**config.mk**
```make
export PLATFORM = sky130hd
export DESIGN_NAME = button_click_long_press_detector_unit_flat
export DESIGN_NICKNAME = d
export VERILOG_FILES = /design/src/rtl/bclpd_pkg.sv /design/src/rtl/bclpd_if.sv /design/src/rtl/button_click_long_press_detector_unit.sv /design/src/rtl/bclpd_lane.sv /design/src/rtl/bclpd_merge.sv /design/src/flat_wrapper.sv
export SDC_FILE = /design/constraint.sdc
export NUM_CORES = 1
export LEC_CHECK = 0
export BUFFER_PORTS_ARGS = -buffer_cell sky130_fd_sc_hd__buf_2
export CORE_MARGIN = 1
export CORE_UTILIZATION = 35
export CTS_BUF_LIST = sky130_fd_sc_hd__clkbuf_4 sky130_fd_sc_hd__clkbuf_8 sky130_fd_sc_hd__clkbuf_16
export DETAILED_ROUTE_END_ITERATION = 16
export GPL_TIMING_DRIVEN = 0
export PLACE_DENSITY = 0.47
export REMOVE_ABC_BUFFERS = 1
export SLEW_MARGIN = 20
export SYNTH_ARGS = -nofsm -noshare
export SYNTH_HDL_FRONTEND = slang
export SYNTH_SLANG_ARGS = --single-unit
export TNS_END_PERCENT = 1
```
**constraint.sdc**
```tcl
create_clock -name clk_i -period 10.67 [get_ports clk_i]
set_input_delay 0.5335 -clock clk_i [delete_from_list [all_inputs] [get_ports clk_i]]
set_output_delay 0.5335 -clock clk_i [all_outputs]
set_load 0.01 [all_outputs]
```
**src/rtl/bclpd_pkg.sv**
```systemverilog
`timescale 1ns / 1ps
// ----------------------------------------------------------------------------
// bclpd_pkg
// Shared types and constants of the button click / long-press detector.
// ----------------------------------------------------------------------------
package bclpd_pkg;

  localparam int MASK_W      = 4;
  localparam int LED_W       = 2 * MASK_W;
  localparam int DB_W        = 4;
  localparam int TICK_W      = 16;
  localparam int CFG_IDX_W   = 2;
  localparam int CFG_DATA_W  = 16;
  localparam int NUM_BUTTONS = 4;

  localparam logic [CFG_IDX_W-1:0] CFG_DEBOUNCE = 2'd0;
  localparam logic [CFG_IDX_W-1:0] CFG_LONG     = 2'd1;
  localparam logic [CFG_IDX_W-1:0] CFG_GAP      = 2'd2;

  localparam logic [DB_W-1:0]   DEBOUNCE_RST = 4'd3;
  localparam logic [TICK_W-1:0] LONG_RST     = 16'd30;
  localparam logic [TICK_W-1:0] GAP_RST      = 16'd15;

  typedef struct packed {
    logic [DB_W-1:0]   db_ticks;
    logic [TICK_W-1:0] long_ticks;
    logic [TICK_W-1:0] gap_ticks;
  } cfg_t;

  typedef struct packed {
    logic single_click;
    logic double_click;
    logic long_press;
  } evt_t;

endpackage

```
**src/rtl/bclpd_if.sv**
```systemverilog
`timescale 1ns / 1ps
// ----------------------------------------------------------------------------
// bclpd_if
// Valid/ready channels carrying the input and result words.
// ----------------------------------------------------------------------------
interface bclpd_in_if;
  logic       valid;
  logic       ready;
  logic [3:0] pin_levels;

  modport source (output valid, output pin_levels, input ready);
  modport sink   (input valid, input pin_levels, output ready);
endinterface

interface bclpd_out_if;
  logic       valid;
  logic       ready;
  logic [3:0] single_click_mask;
  logic [3:0] double_click_mask;
  logic [3:0] long_press_mask;
  logic [7:0] led_bits;

  modport source (output valid, output single_click_mask, output double_click_mask,
                  output long_press_mask, output led_bits, input ready);
  modport sink   (input valid, input single_click_mask, input double_click_mask,
                  input long_press_mask, input led_bits, output ready);
endinterface

```
**src/rtl/button_click_long_press_detector_unit.sv**
```systemverilog
`timescale 1ns / 1ps
// ----------------------------------------------------------------------------
// button_click_long_press_detector_unit
// Per-tick debounce and single / double / long-press detection of buttons.
//
// Usage: each word on in_i carries one tick of raw active-low button levels.
// Every word accepted gives exactly one result word on out_o: the single,
// double and long-press masks of that tick and the LED toggle flags after it.
// One lane per button updates in the accept cycle; the merge stage registers
// the result, so a result appears in the cycle after its input word is taken.
// Throughput is one word per cycle; in_i.ready stays high while the result
// register is empty or being drained in the same cycle. When out_o stalls,
// the held result stays put and in_i.ready drops until it is taken.
// Thresholds are written on cfg_we_i / cfg_idx_i / cfg_data_i while the
// block is idle: index 0 debounce ticks, 1 long-press ticks, 2 click gap.
// Reset (rst_ni low, async) releases all buttons, clears counters and LED
// flags, empties the result register and restores default thresholds.
// ----------------------------------------------------------------------------
module button_click_long_press_detector_unit
  import bclpd_pkg::*;
#(
  parameter int BUTTONS = NUM_BUTTONS
) (
  input  logic                  clk_i,
  input  logic                  rst_ni,
  bclpd_in_if.sink              in_i,
  bclpd_out_if.source           out_o,
  input  logic                  cfg_we_i,
  input  logic [CFG_IDX_W-1:0]  cfg_idx_i,
  input  logic [CFG_DATA_W-1:0] cfg_data_i
);

  cfg_t cfg_q;
  evt_t evt [BUTTONS];
  logic step;
  logic in_ready;

  always_ff @(posedge clk_i or negedge rst_ni) begin
    if (!rst_ni) begin
      cfg_q.db_ticks   <= DEBOUNCE_RST;
      cfg_q.long_ticks <= LONG_RST;
      cfg_q.gap_ticks  <= GAP_RST;
    end else if (cfg_we_i) begin
      unique case (cfg_idx_i)
        CFG_DEBOUNCE: cfg_q.db_ticks   <= cfg_data_i[DB_W-1:0];
        CFG_LONG:     cfg_q.long_ticks <= cfg_data_i[TICK_W-1:0];
        CFG_GAP:      cfg_q.gap_ticks  <= cfg_data_i[TICK_W-1:0];
        default:      ;
      endcase
    end
  end

  assign step       = in_i.valid && in_ready;
  assign in_i.ready = in_ready;

  for (genvar b = 0; b < BUTTONS; b++) begin : g_lane
    bclpd_lane u_lane (
      .clk_i  (clk_i),
      .rst_ni (rst_ni),
      .step_i (step),
      .raw_i  (in_i.pin_levels[b]),
      .cfg_i  (cfg_q),
      .evt_o  (evt[b])
    );
  end

  bclpd_merge #(
    .BUTTONS (BUTTONS)
  ) u_merge (
    .clk_i       (clk_i),
    .rst_ni      (rst_ni),
    .step_i      (step),
    .evt_i       (evt),
    .out_ready_i (out_o.ready),
    .in_ready_o  (in_ready),
    .out_valid_o (out_o.valid),
    .single_o    (out_o.single_click_mask),
    .double_o    (out_o.double_click_mask),
    .long_o      (out_o.long_press_mask),
    .led_o       (out_o.led_bits)
  );

`ifndef SYNTH
  a_accept_gives_result: assert property (@(posedge clk_i) disable iff (!rst_ni)
    step |=> out_o.valid)
    else $error("accepted word did not produce a result");

  a_single_double_excl: assert property (@(posedge clk_i) disable iff (!rst_ni)
    out_o.valid |-> ((out_o.single_click_mask & out_o.double_click_mask) == '0))
    else $error("single and double click on the same button");

  a_long_click_excl: assert property (@(posedge clk_i) disable iff (!rst_ni)
    out_o.valid |-> ((out_o.long_press_mask &
                      (out_o.single_click_mask | out_o.double_click_mask)) == '0))
    else $error("long press and click on the same button");

  a_led_hold: assert property (@(posedge clk_i) disable iff (!rst_ni)
    !step |=> $stable(out_o.led_bits))
    else $error("LED flags changed without an accepted word");
`endif

endmodule

```
**src/rtl/bclpd_lane.sv**
```systemverilog
`timescale 1ns / 1ps
// ----------------------------------------------------------------------------
// bclpd_lane
// One button: debounce plus idle / pressed / release-wait classifier.
// ----------------------------------------------------------------------------
module bclpd_lane
  import bclpd_pkg::*;
(
  input  logic clk_i,
  input  logic rst_ni,
  input  logic step_i,
  input  logic raw_i,
  input  cfg_t cfg_i,
  output evt_t evt_o
);

  localparam logic [1:0] PH_IDLE    = 2'd0;
  localparam logic [1:0] PH_PRESSED = 2'd1;
  localparam logic [1:0] PH_WAIT    = 2'd2;

  localparam logic [DB_W-1:0]   DB_MAX   = '1;
  localparam logic [TICK_W-1:0] TICK_MAX = '1;
  localparam logic [1:0]        CC_MAX   = 2'd3;

  logic              level_q, level_d;
  logic [DB_W-1:0]   db_cnt_q, db_cnt_d, db_inc;
  logic [TICK_W-1:0] tick_q, tick_d, tick_inc;
  logic [1:0]        phase_q, phase_d;
  logic [1:0]        clicks_q, clicks_d;

  always_comb begin
    level_d  = level_q;
    db_cnt_d = db_cnt_q;
    tick_d   = tick_q;
    phase_d  = phase_q;
    clicks_d = clicks_q;
    evt_o    = '0;

    tick_inc = (phase_q != PH_IDLE && phase_q != 2'd3 && tick_q != TICK_MAX)
               ? tick_q + 1'b1 : tick_q;
    tick_d   = tick_inc;

    db_inc = (db_cnt_q != DB_MAX) ? db_cnt_q + 1'b1 : db_cnt_q;
    if (level_q != raw_i) begin
      if (db_inc >= cfg_i.db_ticks) begin
        level_d  = raw_i;
        db_cnt_d = '0;
      end else begin
        db_cnt_d = db_inc;
      end
    end else begin
      db_cnt_d = '0;
    end

    unique case (phase_q)
      PH_PRESSED: begin
        if (level_d) begin
          if (tick_inc >= cfg_i.long_ticks) begin
            evt_o.long_press = 1'b1;
            phase_d          = PH_IDLE;
          end else begin
            tick_d  = '0;
            phase_d = PH_WAIT;
          end
        end else if (tick_inc >= cfg_i.long_ticks) begin
          clicks_d = '0;
        end
      end
      PH_WAIT: begin
        if (tick_inc >= cfg_i.gap_ticks) begin
          phase_d            = PH_IDLE;
          evt_o.single_click = (clicks_q == 2'd1);
          evt_o.double_click = (clicks_q == 2'd2);
        end else if (!level_d) begin
          if (clicks_q != CC_MAX) clicks_d = clicks_q + 1'b1;
          tick_d  = '0;
          phase_d = PH_PRESSED;
        end
      end
      default: begin
        phase_d = PH_IDLE;
        if (!level_d) begin
          tick_d   = '0;
          clicks_d = 2'd1;
          phase_d  = PH_PRESSED;
        end
      end
    endcase

    if (!step_i) evt_o = '0;
  end

  always_ff @(posedge clk_i or negedge rst_ni) begin
    if (!rst_ni) begin
      level_q  <= 1'b1;
      db_cnt_q <= '0;
      tick_q   <= '0;
      phase_q  <= PH_IDLE;
      clicks_q <= '0;
    end else if (step_i) begin
      level_q  <= level_d;
      db_cnt_q <= db_cnt_d;
      tick_q   <= tick_d;
      phase_q  <= phase_d;
      clicks_q <= clicks_d;
    end
  end

endmodule

```
**src/rtl/bclpd_merge.sv**
```systemverilog
`timescale 1ns / 1ps
// ----------------------------------------------------------------------------
// bclpd_merge
// Gathers lane events into masks, toggles LED flags, holds the result word.
// ----------------------------------------------------------------------------
module bclpd_merge
  import bclpd_pkg::*;
#(
  parameter int BUTTONS = NUM_BUTTONS
) (
  input  logic               clk_i,
  input  logic               rst_ni,
  input  logic               step_i,
  input  evt_t               evt_i [BUTTONS],
  input  logic               out_ready_i,
  output logic               in_ready_o,
  output logic               out_valid_o,
  output logic [MASK_W-1:0]  single_o,
  output logic [MASK_W-1:0]  double_o,
  output logic [MASK_W-1:0]  long_o,
  output logic [LED_W-1:0]   led_o
);

  logic [MASK_W-1:0] single_m, double_m, long_m;
  logic [LED_W-1:0]  led_q, led_d;
  logic              valid_q;
  logic [MASK_W-1:0] single_q, double_q, long_q;

  for (genvar b = 0; b < MASK_W; b++) begin : g_mask
    if (b < BUTTONS) begin : g_used
      assign single_m[b] = evt_i[b].single_click;
      assign double_m[b] = evt_i[b].double_click;
      assign long_m[b]   = evt_i[b].long_press;
    end else begin : g_unused
      assign single_m[b] = 1'b0;
      assign double_m[b] = 1'b0;
      assign long_m[b]   = 1'b0;
    end
  end

  assign led_d      = led_q ^ {single_m, double_m | long_m};
  assign in_ready_o = !valid_q || out_ready_i;

  always_ff @(posedge clk_i or negedge rst_ni) begin
    if (!rst_ni) begin
      valid_q <= 1'b0;
      led_q   <= '0;
    end else begin
      if (step_i) begin
        valid_q <= 1'b1;
        led_q   <= led_d;
      end else if (out_ready_i) begin
        valid_q <= 1'b0;
      end
    end
  end

  always_ff @(posedge clk_i) begin
    if (step_i) begin
      single_q <= single_m;
      double_q <= double_m;
      long_q   <= long_m;
    end
  end

  assign out_valid_o = valid_q;
  assign single_o    = single_q;
  assign double_o    = double_q;
  assign long_o      = long_q;
  assign led_o       = led_q;

endmodule
```
**src/flat_wrapper.sv**
```systemverilog
// flat-port wrapper written by rule: the top's interface ports become plain ports
module button_click_long_press_detector_unit_flat import bclpd_pkg::*;
#(
  parameter int BUTTONS = NUM_BUTTONS
)
  (clk_i, rst_ni, cfg_we_i, cfg_idx_i, cfg_data_i, in_i_valid, in_i_pin_levels, in_i_ready, out_o_valid, out_o_single_click_mask, out_o_double_click_mask, out_o_long_press_mask, out_o_led_bits, out_o_ready);
  bclpd_in_if in_i_i ();
  bclpd_out_if out_o_i ();
  input  logic clk_i;
  input  logic rst_ni;
  input  logic cfg_we_i;
  input  logic [CFG_IDX_W-1:0] cfg_idx_i;
  input  logic [CFG_DATA_W-1:0] cfg_data_i;
  input wire logic [$bits(in_i_i.valid)-1:0] in_i_valid;
  input wire logic [$bits(in_i_i.pin_levels)-1:0] in_i_pin_levels;
  output wire logic [$bits(in_i_i.ready)-1:0] in_i_ready;
  output wire logic [$bits(out_o_i.valid)-1:0] out_o_valid;
  output wire logic [$bits(out_o_i.single_click_mask)-1:0] out_o_single_click_mask;
  output wire logic [$bits(out_o_i.double_click_mask)-1:0] out_o_double_click_mask;
  output wire logic [$bits(out_o_i.long_press_mask)-1:0] out_o_long_press_mask;
  output wire logic [$bits(out_o_i.led_bits)-1:0] out_o_led_bits;
  input wire logic [$bits(out_o_i.ready)-1:0] out_o_ready;
  assign in_i_i.valid = in_i_valid;
  assign in_i_i.pin_levels = in_i_pin_levels;
  assign in_i_ready = in_i_i.ready;
  assign out_o_valid = out_o_i.valid;
  assign out_o_single_click_mask = out_o_i.single_click_mask;
  assign out_o_double_click_mask = out_o_i.double_click_mask;
  assign out_o_long_press_mask = out_o_i.long_press_mask;
  assign out_o_led_bits = out_o_i.led_bits;
  assign out_o_i.ready = out_o_ready;
  button_click_long_press_detector_unit #(.BUTTONS(BUTTONS)) u_core (.clk_i(clk_i), .rst_ni(rst_ni), .in_i(in_i_i), .out_o(out_o_i), .cfg_we_i(cfg_we_i), .cfg_idx_i(cfg_idx_i), .cfg_data_i(cfg_data_i));
endmodule
```
==> impl_results.md <==
* Clock skew at 0.0107 ns
* Reg2reg setup slack at 5.92 ns
* F_max at 210 MHz
* Worst-Skew Late Latency at 0.44 ns
* Final setup viols at 0
* H-tree depth at 4
* DP HPWL at 23.0 mm
* I/O pin count at just under 50
* IO Port Bufs at 48
* Status: complete, no violations
* Die area at approximately 35,000 um^2
* Final min period at 4.75 ns
* Routed wire length at 31.5 mm
* WP depth at 14
* Post-synthesis compound-gate area fraction at 0.165
* Chip height at 187 um
* Seq/Total Area, Yosys at 0.335
* Fin. Hold Viols at 0
* CP max stage cell: or4_1
* Longest Clk Path Bufs at 2
* WS Path Type: reg -> reg
* CP Capture Point: u_core.g_lane[3].u_lane.tick_q[15]
* Worst-path maximum fanout at 12
* Synth warn at 0
* WHS at 0.330 ns
* Lkg Pwr at 6.22 nW
* Initial DRC count at 533
* Fin Setup TNS at 0 ns
* CTS tree: yes
* FF-to-FF path depth at 14
* R2R Path End: u_core.g_lane[3].u_lane.tick_q[15]
* Largest family of logic cells by synthesized area: simple AND/OR/NAND/NOR gates
* Row cnt at 67
* DRC viols at 0
* PnR Total Power at 0.00256 W
* Rel. slew slack at 0.290
* Critical Path RT at between 10 and 15 ns
* Grt peak-use layer: met2
* Root Driver: clkbuf_16
* Routed vias at 9,573
* Die W at 187 um
* Core area at 33,500 um^2
* Vias per cell at approximately 5.3
* Post_cts resized at 0
* Layout fillers at 3,405
* Top_reg_cell synth: dfrtp_1
* XOR/XNOR Fraction of Synth Area at 0.0506
* Worst vdd ir at 0.000128 V
* Synth top area share at 0.274
* Power density cells at 192 nW/um^2
* Post-synthesis mux area share at 0.0512
* Fraction of layout cells with a size suffix above 1 at 0.117
* Leading area contributor after synthesis: dfrtp_1
* Clock sinks at 157
* Critical Path End Type: flop
* Initial antenna violation count at 0
* Drt wl/cell at 17.5 um
* FFs w/ async S/R, synth at 0.924
* Syn Std Cell Area at 12,000 um^2
* Vias in the first global route at 9,217
* N_diodes at 0
* Met3 usage at 0.0340
* Area Overhead vs Synth at 11.7%
* RD Place Congestion at 0.820
* Synth Area in Adders at 0.180
* EDFF count, synth at 12
* Worst path top cell family by delay: simple AND/OR/NAND/NOR gates
* Worst path max stage delay at roughly 0.59 ns
* Synth unique cells at 79
* GRT Util Overall at 0.188
* Worst EP arrival at 5.06 ns
* Post-Syn Instances at 1,301
* Worst-Margin Slew at 1.05 ns
* # nets final at 1,533
* Simple-Gate Fraction of Synth Area at 0.182
* Met2 usage at 0.293
* Met1 Use GR at 0.268
* Final global-route overflow total at 0
* CP Launch Type: flop
* Top cells by area, synth: dfrtp_1, ha_1, nand2_1
* First-pass GRT wire length at 51.3 mm
* RSZ-0062 raised after global routing: false
* CP Launch Point: u_core.g_lane[3].u_lane.phase_q[0]
* Synthesized flop and latch total at 157
* Tcrit/Tclk final at 0.445
* Fin. max-slew vios at 0
* Largest net degree at the start of global routing at 76
* Total CTS buffers at 17
* Worst r2r src: u_core.g_lane[3].u_lane.phase_q[0]
* DRT Pass-1 Iters at 5
* Worst Hold Class: in -> reg
* Initial Util at 0.356
* Crit path cell chain: inv_1 > ha_1 > or4_1 > a21oi_1 > nand3_1 > xnor2_1 > ha_1 > nand4_1 > a211oi_1 > nor3_1 > o211ai_1 > nor4_4 > or2_1 > o21ai_1
* Syn Area/Cell at 9.19 um^2
* Buffer and inverter count on the worst path at 1
* Max cap viols at 0
* CP most frequent cell: ha_1
* Final antenna-violating net count at 0
* Clk slew on worst S/H paths at 0.07 ns
state kept, by name, indices dropped and copies added (netlist names):
register                       cells
u_core.g_lane.u_lane.tick_q       64
u_core.u_merge.out_valid_o         1
u_core.u_merge.long_o              4
u_core.g_lane.u_lane.phase_q       8
u_core.g_lane.u_lane.level_q       4
u_core.u_merge.led_o               8
u_core.g_lane.u_lane.clicks_q      8
u_core.u_merge.single_o            4
u_core.g_lane.u_lane.db_cnt_q     16
u_core.u_merge.double_o            4
u_core.cfg_q                      36
where the power goes:
| part | leakage [nW] | internal [W] | total, W | switching, W |
|---|---|---|---|---|
| registers | 2.00 | 0.000699 | 0.000778 | 0.0000794 |
| logic | 3.91 | 0.000398 | 0.00113 | 0.000733 |
| clock network | 0.305 | 0.000382 | 0.000650 | 0.000268 |
layout make-up:
| cell class | instances | area (um^2) | area share |
|---|---|---|---|
| clock buffer | 23 | 507 | 0.0380 |
| clock inverter | 9 | 106 | 0.00797 |
| inverter | 75 | 284 | 0.0213 |
| multi-input combinational | 1030 | 7520 | 0.563 |
| sequential | 157 | 4010 | 0.300 |
| tap | 448 | 561 | 0.0420 |
| timing repair buffer | 53 | 363 | 0.0272 |
repair_timing:
| action | 4_1_cts | 5_1_grt |
|---|---|---|
| buffers inserted | 0 | 0 |
| hold buffers | 1 | 0 |
| endpoints found under the hold margin | 16 | 0 |
worst register-to-register path: cells and delay by family, from the launching register on:
| family | cells | cell delay, ns |
|---|---|---|
| xor+xnor | 1 | 0.32 |
| flops | 1 | 0.38 |
| compound gates | 4 | 0.93 |
| fa+ha+maj | 2 | 0.78 |
| buf+inv | 1 | 0.06 |
| simple gates | 6 | 2.15 |
metal layers:
metal  vias up  part of all wire
li1       4823                 -
met4         0             0.013
met2       140              0.45
met3        20             0.032
met1      4590              0.51
met5         -                 0
cell usage after synthesis, drive strengths merged (4+ instances only):
library cell	instances
o21a	6
nor4	11
and3	9
nand2	152
a2111oi	4
o211ai	8
inv	75
nand4	27
a22o	13
and4	7
and2	12
nor2b	5
or4	8
nand3	56
buf	9
o2111ai	6
a211o	4
o2bb2ai	8
xor2	28
a2bb2oi	4
a31o	7
ha	172
nor3b	4
o41ai	4
clkbuf	30
mux2i	6
a21bo	4
edfxtp	12
a21o	15
a211oi	13
or2	4
or3	7
a2111o	6
a21oi	64
dfstp	14
nor3	26
a31oi	15
o31ai	16
nor2	89
mux2	49
o21ai	70
xnor2	41
nand2b	17
dfrtp	131
nand3b	4
cells by family (layout without fill, tap and decap cells):
group                    Yosys count  after routing
multiplexers                      55             55
AND/OR/NAND/NOR                  445            445
adder cells (fa/ha/maj)          172            172
buffers and inverters            114            160
flip-flops                       157            157
AO/OA/AOI/OAI                    289            289
XOR/XNOR                          69             69
per-stage QoR:
| step | setup WS [ns] | utilization | cell area [um^2] | std cells |
|---|---|---|---|---|
| after global placement | 2.02 | 0.376 | 12600 | 1758 |
| after floorplan | 5.54 | - | 11800 | 1262 |
| final | 5.92 | 0.398 | 13300 | 1795 |
| after CTS | 5.83 | 0.398 | 13300 | 1795 |
| after detailed placement | 5.86 | 0.379 | 12700 | 1762 |
| after global routing | 5.35 | 0.398 | 13300 | 1795 |
cell usage in the layout, fill, tap and decap left out, types with 7 or more instances in the layout:
cell type,instances
a211oi_1,13
a21o_1,15
a21oi_1,63
a22o_1,13
a31oi_1,15
and2_1,12
and3_1,9
and4_1,7
buf_2,47
clkbuf_16,18
dfrtp_1,131
dfstp_2,14
edfxtp_1,12
ha_1,172
inv_1,74
mux2_2,46
nand2_1,151
nand2b_1,17
nand3_1,56
nand4_1,27
nor2_1,89
nor3_1,26
nor4_1,9
o211ai_1,7
o21ai_0,38
o21ai_1,32
o2bb2ai_1,8
o31ai_1,16
or3_1,7
or4_1,8
xnor2_1,41
xor2_1,28
worst min path at each step:
stage / from / end / slack (ns) / cells after the start
after global routing: cfg_data_i[13] / u_core.cfg_q[29] / 0.31 / 2
after global placement: u_core.u_merge.led_o[0] / u_core.u_merge.led_o[0] / 0.45 / 1
after floorplan: rst_ni / u_core.cfg_q[10] / 0.24 / 0
after CTS: in_i_valid / u_core.u_merge.out_valid_o / 0.30 / 2
after detailed placement: rst_ni / u_core.u_merge.led_o[5] / 0.37 / 1
final: cfg_data_i[15] / u_core.cfg_q[15] / 0.33 / 2
Note: power is estimated with default switching activity, not from simulation.
